--- src/hw/rtl/cbiq_pkg.sv ---
// ----------------------------------------------------------------------------
// cbiq_pkg
// Shared constants, command types and saturation helpers for the cascaded
// biquad filter.
// ----------------------------------------------------------------------------
package cbiq_pkg;

	localparam int SECTIONS = 2;
	localparam int SEC_W = (SECTIONS > 1) ? $clog2(SECTIONS) : 1;
	// sections whose coefficient register the configuration port can write
	localparam int COEF_REGS = (SECTIONS < 2) ? SECTIONS : 2;

	localparam int CFG_IDX_W = 2;
	localparam logic [CFG_IDX_W-1:0] REG_GAIN = 2'd0;
	localparam logic [CFG_IDX_W-1:0] REG_SEC_ONE = 2'd1;
	localparam logic [CFG_IDX_W-1:0] REG_SEC_TWO = 2'd2;

	localparam logic [31:0] GAIN_RESET = 32'h1000_0000;

	localparam int PROD_W = 48;
	localparam int ACC_W = 50;

	typedef enum logic [2:0] {
		MUL_GAIN,
		MUL_C0H1,
		MUL_C1H2,
		MUL_C2H1,
		MUL_C3H2
	} mul_sel_t;

	typedef enum logic [2:0] {
		ACC_HOLD,
		ACC_LOAD_GAIN,
		ACC_INIT_V,
		ACC_INIT_NH,
		ACC_ADD,
		ACC_SUB
	} acc_op_t;

	typedef enum logic [1:0] {
		V_HOLD,
		V_GAIN,
		V_SECTION
	} v_op_t;

	typedef struct packed {
		logic             load_sample;
		mul_sel_t         mul_sel;
		acc_op_t          acc_op;
		v_op_t            v_op;
		logic             hist_shift;
		logic             out_load;
		logic [SEC_W-1:0] sec;
	} cbiq_cmd_t;

	function automatic logic signed [31:0] sat32(input logic signed [35:0] x);
		logic signed [31:0] r;
		if (x > 36'sh0_7FFF_FFFF) begin
			r = 32'sh7FFF_FFFF;
		end else if (x < -36'sh0_8000_0000) begin
			r = 32'sh8000_0000;
		end else begin
			r = x[31:0];
		end
		return r;
	endfunction

	function automatic logic signed [15:0] sat16(input logic signed [24:0] x);
		logic signed [15:0] r;
		if (x > 25'sd32767) begin
			r = 16'sh7FFF;
		end else if (x < -25'sd32768) begin
			r = 16'sh8000;
		end else begin
			r = x[15:0];
		end
		return r;
	endfunction

endpackage

--- src/hw/rtl/cbiq_ctrl.sv ---
// ----------------------------------------------------------------------------
// cbiq_ctrl
// Sequencer: walks the gain step and each section over the shared
// multiply-accumulate datapath, and owns the input and output handshakes.
// ----------------------------------------------------------------------------
module cbiq_ctrl (
	input  logic                clk,
	input  logic                arst_n,
	input  logic                in_valid,
	output logic                in_ready,
	output logic                out_valid,
	input  logic                out_ready,
	output cbiq_pkg::cbiq_cmd_t cmd
);

	typedef enum logic [3:0] {
		S_IDLE,
		S_GMUL,
		S_GACC,
		S_GV,
		S_M0,
		S_M1,
		S_A1,
		S_NH,
		S_M3,
		S_A3,
		S_V,
		S_OUT
	} state_t;

	state_t                     state_q;
	logic [cbiq_pkg::SEC_W-1:0] sec_q;
	logic                       out_valid_q;
	logic                       out_free;

	localparam logic [cbiq_pkg::SEC_W-1:0] LAST_SEC = cbiq_pkg::SEC_W'(cbiq_pkg::SECTIONS - 1);

	assign in_ready  = (state_q == S_IDLE);
	assign out_valid = out_valid_q;
	assign out_free  = !out_valid_q || out_ready;

	always_ff @(posedge clk or negedge arst_n) begin
		if (!arst_n) begin
			state_q     <= S_IDLE;
			sec_q       <= '0;
			out_valid_q <= 1'b0;
		end else begin
			if (out_valid_q && out_ready) begin
				out_valid_q <= 1'b0;
			end
			case (state_q)
				S_IDLE: begin
					if (in_valid) begin
						state_q <= S_GMUL;
					end
				end
				S_GMUL: state_q <= S_GACC;
				S_GACC: state_q <= S_GV;
				S_GV: begin
					sec_q   <= '0;
					state_q <= S_M0;
				end
				S_M0: state_q <= S_M1;
				S_M1: state_q <= S_A1;
				S_A1: state_q <= S_NH;
				S_NH: state_q <= S_M3;
				S_M3: state_q <= S_A3;
				S_A3: state_q <= S_V;
				S_V: begin
					if (sec_q == LAST_SEC) begin
						state_q <= S_OUT;
					end else begin
						sec_q   <= sec_q + 1'b1;
						state_q <= S_M0;
					end
				end
				S_OUT: begin
					// wait until the output register is free
					if (out_free) begin
						out_valid_q <= 1'b1;
						state_q     <= S_IDLE;
					end
				end
				default: state_q <= S_IDLE;
			endcase
		end
	end

	always_comb begin
		cmd             = '0;
		cmd.mul_sel     = cbiq_pkg::MUL_GAIN;
		cmd.acc_op      = cbiq_pkg::ACC_HOLD;
		cmd.v_op        = cbiq_pkg::V_HOLD;
		cmd.sec         = sec_q;
		cmd.load_sample = in_valid && (state_q == S_IDLE);
		case (state_q)
			S_GMUL: cmd.mul_sel = cbiq_pkg::MUL_GAIN;
			S_GACC: cmd.acc_op = cbiq_pkg::ACC_LOAD_GAIN;
			S_GV:   cmd.v_op = cbiq_pkg::V_GAIN;
			S_M0: begin
				cmd.mul_sel = cbiq_pkg::MUL_C0H1;
				cmd.acc_op  = cbiq_pkg::ACC_INIT_V;
			end
			S_M1: begin
				cmd.mul_sel = cbiq_pkg::MUL_C1H2;
				cmd.acc_op  = cbiq_pkg::ACC_SUB;
			end
			S_A1:   cmd.acc_op = cbiq_pkg::ACC_SUB;
			S_NH: begin
				cmd.mul_sel = cbiq_pkg::MUL_C2H1;
				cmd.acc_op  = cbiq_pkg::ACC_INIT_NH;
			end
			S_M3: begin
				cmd.mul_sel = cbiq_pkg::MUL_C3H2;
				cmd.acc_op  = cbiq_pkg::ACC_ADD;
			end
			S_A3:   cmd.acc_op = cbiq_pkg::ACC_ADD;
			S_V: begin
				cmd.v_op       = cbiq_pkg::V_SECTION;
				cmd.hist_shift = 1'b1;
			end
			S_OUT:  cmd.out_load = out_free;
			default: cmd.acc_op = cbiq_pkg::ACC_HOLD;
		endcase
	end

endmodule

--- src/hw/rtl/cbiq_datapath.sv ---
// ----------------------------------------------------------------------------
// cbiq_datapath
// Configuration registers, section history, one 32x16 multiplier with a
// product register, a 50-bit accumulator and the rounding/saturation logic.
// ----------------------------------------------------------------------------
module cbiq_datapath (
	input  logic                                clk,
	input  logic                                arst_n,
	input  cbiq_pkg::cbiq_cmd_t                 cmd,
	input  logic                                cfg_valid,
	input  logic [cbiq_pkg::CFG_IDX_W-1:0]      cfg_index,
	input  logic [63:0]                         cfg_data,
	input  logic signed [15:0]                  sample_in,
	output logic signed [15:0]                  sample_out
);

	localparam logic signed [cbiq_pkg::ACC_W-1:0] RND14 = 50'sd8192;
	localparam logic signed [cbiq_pkg::ACC_W-1:0] RND20 = 50'sd524288;

	logic signed [31:0]                 gain_q;
	logic [63:0]                        coef_q [cbiq_pkg::SECTIONS];
	logic signed [31:0]                 hist_q [cbiq_pkg::SECTIONS][2];

	logic signed [15:0]                 sample_q;
	logic signed [cbiq_pkg::PROD_W-1:0] prod_q;
	logic signed [cbiq_pkg::ACC_W-1:0]  acc_q;
	logic signed [31:0]                 v_q;
	logic signed [31:0]                 nh_q;
	logic signed [15:0]                 out_q;

	logic [63:0]                        row;
	logic signed [31:0]                 h1;
	logic signed [31:0]                 h2;
	logic signed [31:0]                 mul_a;
	logic signed [15:0]                 mul_b;
	logic signed [cbiq_pkg::PROD_W-1:0] prod;
	logic signed [cbiq_pkg::ACC_W-1:0]  prod_ext;
	logic signed [cbiq_pkg::ACC_W-1:0]  acc_shr14;
	logic signed [cbiq_pkg::ACC_W-1:0]  acc_shr20;
	logic signed [31:0]                 nh;
	logic signed [32:0]                 v_rnd;
	logic signed [32:0]                 v_shr8;

	assign row = coef_q[cmd.sec];
	assign h1  = hist_q[cmd.sec][0];
	assign h2  = hist_q[cmd.sec][1];

	always_comb begin
		case (cmd.mul_sel)
			cbiq_pkg::MUL_GAIN: begin
				mul_a = gain_q;
				mul_b = sample_q;
			end
			cbiq_pkg::MUL_C0H1: begin
				mul_a = h1;
				mul_b = row[15:0];
			end
			cbiq_pkg::MUL_C1H2: begin
				mul_a = h2;
				mul_b = row[31:16];
			end
			cbiq_pkg::MUL_C2H1: begin
				mul_a = h1;
				mul_b = row[47:32];
			end
			cbiq_pkg::MUL_C3H2: begin
				mul_a = h2;
				mul_b = row[63:48];
			end
			default: begin
				mul_a = '0;
				mul_b = '0;
			end
		endcase
	end

	assign prod      = mul_a * mul_b;
	assign prod_ext  = {{(cbiq_pkg::ACC_W - cbiq_pkg::PROD_W){prod_q[cbiq_pkg::PROD_W-1]}}, prod_q};
	assign acc_shr14 = acc_q >>> 14;
	assign acc_shr20 = acc_q >>> 20;
	assign nh        = cbiq_pkg::sat32(acc_shr14[35:0]);
	assign v_rnd     = {v_q[31], v_q} + 33'sd128;
	assign v_shr8    = v_rnd >>> 8;
	assign sample_out = out_q;

	// configuration and filter state
	always_ff @(posedge clk or negedge arst_n) begin
		if (!arst_n) begin
			gain_q <= cbiq_pkg::GAIN_RESET;
			for (int s = 0; s < cbiq_pkg::SECTIONS; s++) begin
				coef_q[s]    <= '0;
				hist_q[s][0] <= '0;
				hist_q[s][1] <= '0;
			end
		end else begin
			if (cfg_valid && (cfg_index == cbiq_pkg::REG_GAIN)) begin
				gain_q <= cfg_data[31:0];
			end
			for (int s = 0; s < cbiq_pkg::COEF_REGS; s++) begin
				if (cfg_valid && (cfg_index == cbiq_pkg::CFG_IDX_W'(s + 1))) begin
					coef_q[s] <= cfg_data;
				end
			end
			if (cmd.hist_shift) begin
				hist_q[cmd.sec][1] <= hist_q[cmd.sec][0];
				hist_q[cmd.sec][0] <= nh_q;
			end
		end
	end

	// working registers
	always_ff @(posedge clk) begin
		if (cmd.load_sample) begin
			sample_q <= sample_in;
		end
		prod_q <= prod;
		case (cmd.acc_op)
			cbiq_pkg::ACC_LOAD_GAIN: acc_q <= prod_ext + RND20;
			cbiq_pkg::ACC_INIT_V: begin
				acc_q <= ({{(cbiq_pkg::ACC_W - 32){v_q[31]}}, v_q} <<< 14) + RND14;
			end
			cbiq_pkg::ACC_INIT_NH: begin
				// new history becomes the base of the section output sum
				nh_q  <= nh;
				acc_q <= ({{(cbiq_pkg::ACC_W - 32){nh[31]}}, nh} <<< 14) + RND14;
			end
			cbiq_pkg::ACC_ADD: acc_q <= acc_q + prod_ext;
			cbiq_pkg::ACC_SUB: acc_q <= acc_q - prod_ext;
			default: acc_q <= acc_q;
		endcase
		case (cmd.v_op)
			cbiq_pkg::V_GAIN:    v_q <= acc_shr20[31:0];
			cbiq_pkg::V_SECTION: v_q <= nh;
			default:             v_q <= v_q;
		endcase
		if (cmd.out_load) begin
			out_q <= cbiq_pkg::sat16(v_shr8[24:0]);
		end
	end

endmodule

--- src/hw/rtl/cascaded_biquad_iir_filter.sv ---
// ----------------------------------------------------------------------------
// cascaded_biquad_iir_filter
// Fixed-point gain stage followed by a cascade of direct form II biquad
// sections, computed on one shared multiply-accumulate unit.
// ----------------------------------------------------------------------------
// A new input word is taken only in idle, once the previous word has been
// loaded into the output register; the single multiplier does the gain
// product and four products per section.
// reset: history cleared, gain 1.0, coefficients zero, output empty
module cascaded_biquad_iir_filter (
	input  logic                           clk,
	input  logic                           arst_n,
	input  logic                           in_valid,
	output logic                           in_ready,
	input  logic signed [15:0]             sample_in,
	output logic                           out_valid,
	input  logic                           out_ready,
	output logic signed [15:0]             sample_out,
	input  logic                           cfg_valid,
	output logic                           cfg_ready,
	input  logic [cbiq_pkg::CFG_IDX_W-1:0] cfg_index,
	input  logic [63:0]                    cfg_data
);

	cbiq_pkg::cbiq_cmd_t cmd;

	assign cfg_ready = 1'b1;

	cbiq_ctrl u_ctrl (
		.clk       (clk),
		.arst_n    (arst_n),
		.in_valid  (in_valid),
		.in_ready  (in_ready),
		.out_valid (out_valid),
		.out_ready (out_ready),
		.cmd       (cmd)
	);

	cbiq_datapath u_datapath (
		.clk        (clk),
		.arst_n     (arst_n),
		.cmd        (cmd),
		.cfg_valid  (cfg_valid),
		.cfg_index  (cfg_index),
		.cfg_data   (cfg_data),
		.sample_in  (sample_in),
		.sample_out (sample_out)
	);

	a_busy_after_accept: assert property (@(posedge clk) disable iff (!arst_n)
		(in_valid && in_ready) |=> !in_ready)
		else $error("input taken while a word is in flight");

	a_no_overwrite: assert property (@(posedge clk) disable iff (!arst_n)
		cmd.out_load |-> (!out_valid || out_ready))
		else $error("output register overwritten before it was taken");

	a_hist_busy: assert property (@(posedge clk) disable iff (!arst_n)
		cmd.hist_shift |-> !in_ready)
		else $error("history shifted while idle");

	a_valid_from_load: assert property (@(posedge clk) disable iff (!arst_n)
		$rose(out_valid) |-> $past(cmd.out_load))
		else $error("output valid without a result load");

endmodule
--- config.mk ---
export PLATFORM = sky130hd
export DESIGN_NAME = cascaded_biquad_iir_filter
export DESIGN_NICKNAME = d
export VERILOG_FILES = /design/src/hw/rtl/cbiq_pkg.sv /design/src/hw/rtl/cbiq_ctrl.sv /design/src/hw/rtl/cbiq_datapath.sv /design/src/hw/rtl/cascaded_biquad_iir_filter.sv
export SDC_FILE = /design/constraint.sdc
export NUM_CORES = 2
export LEC_CHECK = 0
export BUFFER_PORTS_ARGS = -buffer_cell sky130_fd_sc_hd__buf_4
export CAP_MARGIN = 20
export CORE_UTILIZATION = 65
export DETAILED_ROUTE_END_ITERATION = 10
export HOLD_SLACK_MARGIN = 0.1
export PLACE_DENSITY = 0.82
export SKIP_CTS_REPAIR_TIMING = 1
export SYNTH_ARGS = -nofsm -noshare
export SYNTH_HDL_FRONTEND = slang
export SYNTH_SLANG_ARGS = --single-unit
--- constraint.sdc ---
create_clock -name clk -period 10.9 [get_ports clk]
set_input_delay 1.09 -clock clk [delete_from_list [all_inputs] [get_ports clk]]
set_output_delay 1.09 -clock clk [all_outputs]
set_load 0.02 [all_outputs]
==> reports/qor.csv <==
stage,metric,value,unit
run_status,outcome,"complete, no violations",
logic_synthesis,syn-cell-area,42560,um2
timing,whs,483.5,ps
setup_path,r2r_cells,27,
clock_network,cts_root_buf,clkbuf_16,
logic_synthesis,synth_common_cells,"inv_1 (623), fa_1 (488), nor2_1 (422)",
timing,worst_pin_slew,1239,ps
setup_path,crit_buf_inv,6,
logic_synthesis,yosys.cell_types.count,84,
grt,grt_pass1_wl,191.3,mm
die,num_io_pins,106,
setup_path,crit_family,adder cells,
grt,antenna_found_initial,4,
timing,drv_slew,0,
clock_network,clk_pin_slew_worst_paths,60,ps
logic_synthesis,synth_top_cell_by_area,fa_1,
detailed_routing,met2_length,56.19,mm
grt,grt_max_degree,97,
logic_synthesis,synth_warnings,0,
setup_path,end_kind,flop,
setup_path,path_common_cell,fa_1,
logic_synthesis,avgSynthCellArea,10.18,um2
detailed_routing,m1WireLength,45.10,mm
setup_path,cp.required,11350,ps
setup_path,critPathMaxStageDelay,990,ps
hold_path,holdPathStages,2,
timing,finalCritPeriodShare,0.8968,
logic_synthesis,yosys-top-cells-area,"fa_1 (23%), dfrtp_1 (17%), edfxtp_1 (10%)",
die,rows,93,
hold_path,whs_endpoint,u_datapath.hist_q[25]$_DFFE_PN0P_,
timing,fin_tns_setup,0,ps
timing,maxSlewHeadroom,0.1713,
final_layout,drive_gt1_frac,0.1540,
placement,dpl.hpwl,90.36,mm
setup_path,arrival,10230,ps
logic_synthesis,ys_ff_latch,488,
logic_synthesis,yosysMostFrequentCell,inv_1,
logic_synthesis,synthFlopType,dfrtp_1,
detailed_routing,firstDrtPassIters,6,
clock_network,cts_tree,yes,
timing,max_freq,102.3,MHz
logic_synthesis,syn-num-nets,4925,
detailed_routing,via_per_inst,6.371,
detailed_routing,wl_per_cell,23.81,um
clock_network,cts.sinks,488,
logic_synthesis,synth-async-reset-ratio,0.6025,
grt,gr-total-overflow,0,
detailed_routing,num_vias,32460,
hold_path,min_from,u_datapath.hist_q[25]$_DFFE_PN0P_,
die,start_util,0.6590,
timing,setup_viol,0,
timing,rsz0062_at_grt,false,
detailed_routing,antenna_left,0,
grt,track_usage,0.3740,
run,maxCapViolations,0,
logic_synthesis,synthCells,4182,
clock_network,cts_made_buffers,47,
timing,skew,25.71,ps
clock_network,clock_latency,590,ps
detailed_routing,highest_layer,met5,
setup_path,cpMaxStageDelayCell,a211oi_4,
detailed_routing,first_iter_violations,3798,
setup_path,worst-path-max-fanout,76,
detailed_routing,drt_wl_total,121.3,mm
setup_path,critPathLaunchType,flop,
logic_synthesis,seq_area_frac_synth,0.2985,
timing,final_hold_viol_count,0,
die,die_y,257.9,um
grt,first_global_vias,33510,
die,core,64580,um2
clock_network,h-tree-depth,2,
final_layout,final_nets,4945,
hold_path,hold_path_class,reg -> reg,
detailed_routing,met3_length,12.07,mm
setup_path,critPathKind,reg -> reg,
setup_path,rr_endpoint,u_datapath.prod_q[47]$_DFF_P_,
timing,period_needed,9775,ps
final_layout,area_delta_synth_final,8.091,%
placement,place_congestion,0.9829,
setup_path,rrSetupSlack,1120,ps
placement,io_buffers,104,
detailed_routing,drc,0,
logic_synthesis,synth_top_area_frac,0.2296,
die,die_x,257.9,um
logic_synthesis,synth-edff-count,146,
setup_path,reg2reg_from,u_ctrl.sec_q$_DFFE_PN0P_,
die,dieArea,66500,um2
clock_network,clk_path_buf_depth,3,
[how the worst max path moves through the flow]
stage                                       start  cells past startpoint                             to
floorplan                u_ctrl.sec_q$_DFFE_PN0P_                     29  u_datapath.prod_q[45]$_DFF_P_
global placement         u_ctrl.sec_q$_DFFE_PN0P_                     27  u_datapath.prod_q[47]$_DFF_P_
detailed placement       u_ctrl.sec_q$_DFFE_PN0P_                     27  u_datapath.prod_q[45]$_DFF_P_
CTS                      u_ctrl.sec_q$_DFFE_PN0P_                     27  u_datapath.prod_q[47]$_DFF_P_
global route        u_ctrl.state_q[2]$_DFFE_PN0P_                     28  u_datapath.prod_q[47]$_DFF_P_
finish                   u_ctrl.sec_q$_DFFE_PN0P_                     27  u_datapath.prod_q[47]$_DFF_P_
[stage by stage]
step                      setup WS (ps)  std cells  area (um2)  utilization
final                              1125       5095       46000       0.7123
after detailed placement           1468       5008       44490       0.6890
after floorplan                    2527       4182       42560            -
after global routing              837.4       5094       46000       0.7123
after global placement             1667       5008       44490       0.6890
after CTS                          1419       5094       46000       0.7123
[routing by layer]
metal | up-vias | track usage
met5 | - | 0
met4 | 2 | 0.2074
met3 | 425 | 0.06360
met2 | 1904 | 0.5954
met1 | 16230 | 0.4907
li1 | 13900 | -
[flip-flops by register name, indices dropped and copies added (netlist names)]
| signal | flops |
|---|---|
| u_datapath.hist_q | 128 |
| u_datapath.sample_out | 16 |
| u_datapath.nh_q | 32 |
| u_datapath.prod_q | 48 |
| u_datapath.sample_q | 16 |
| u_datapath.gain_q | 32 |
| u_datapath.coef_q | 128 |
| u_ctrl.sec_q | 1 |
| u_ctrl.state_q | 4 |
| u_datapath.acc_q | 50 |
| u_ctrl.out_valid | 1 |
| u_datapath.v_q | 32 |
[cells in the final DEF (no fill, tap or decap), drive strengths merged, types with 26 or more instances in the layout]
master,instances
inv,627
fa,488
nor2,422
mux2,332
nand2,296
dfrtp,293
buf,172
ha,168
a21oi,148
edfxtp,146
o21ai,119
xnor2,105
xor2,74
mux2i,73
a221oi,68
clkbuf,65
nand2b,56
a21o,55
o21a,49
dfxtp,48
nand3,37
a221o,36
nand4,27
and2,27
nor3,26
[worst reg2reg max path: stages (launching register included)]
cell and delay (ps):
dfrtp_4 960, buf_12 510, mux2i_1 360, o22ai_1 170, a211oi_4 990, buf_4 370
nor2_1 90, fa_1 550, inv_1 60, fa_1 510, fa_1 520, inv_1 50
fa_1 460, fa_1 540, inv_1 50, fa_1 540, inv_1 40, ha_1 430
nand4_1 220, nor2_1 210, o2111ai_1 160, a21oi_1 270, o211ai_2 210, o41ai_1 550
a41o_1 310, a311o_1 290, a221oi_2 90, xnor2_1 130
[layout make-up]
class,instances,area [um2]
clock buffer,65,1315
inverter,624,2342
sequential,488,12710
clock inverter,21,188.9
fill,4581,18580
antenna,1,2.502
tap,855,1070
multi-input combinational,2869,27060
timing repair buffer,172,1311
[logic make-up (layout without fill, tap and decap cells)]
family / Yosys count / count (layout) / synth area share
other: 1 / 2 / 0.00008812
adder cells (fa/ha/maj): 656 / 656 / 0.2790
AND/OR/NAND/NOR: 988 / 988 / 0.1025
buffers and inverters: 825 / 882 / 0.07315
XOR/XNOR: 179 / 179 / 0.03684
multiplexers: 405 / 405 / 0.1050
AO/OA/AOI/OAI: 640 / 640 / 0.1050
flip-flops: 488 / 488 / 0.2985
Power is left out: the tool's default activity adds up to more than one toggle a clock period on the data nets, which glitch-free logic cannot reach.
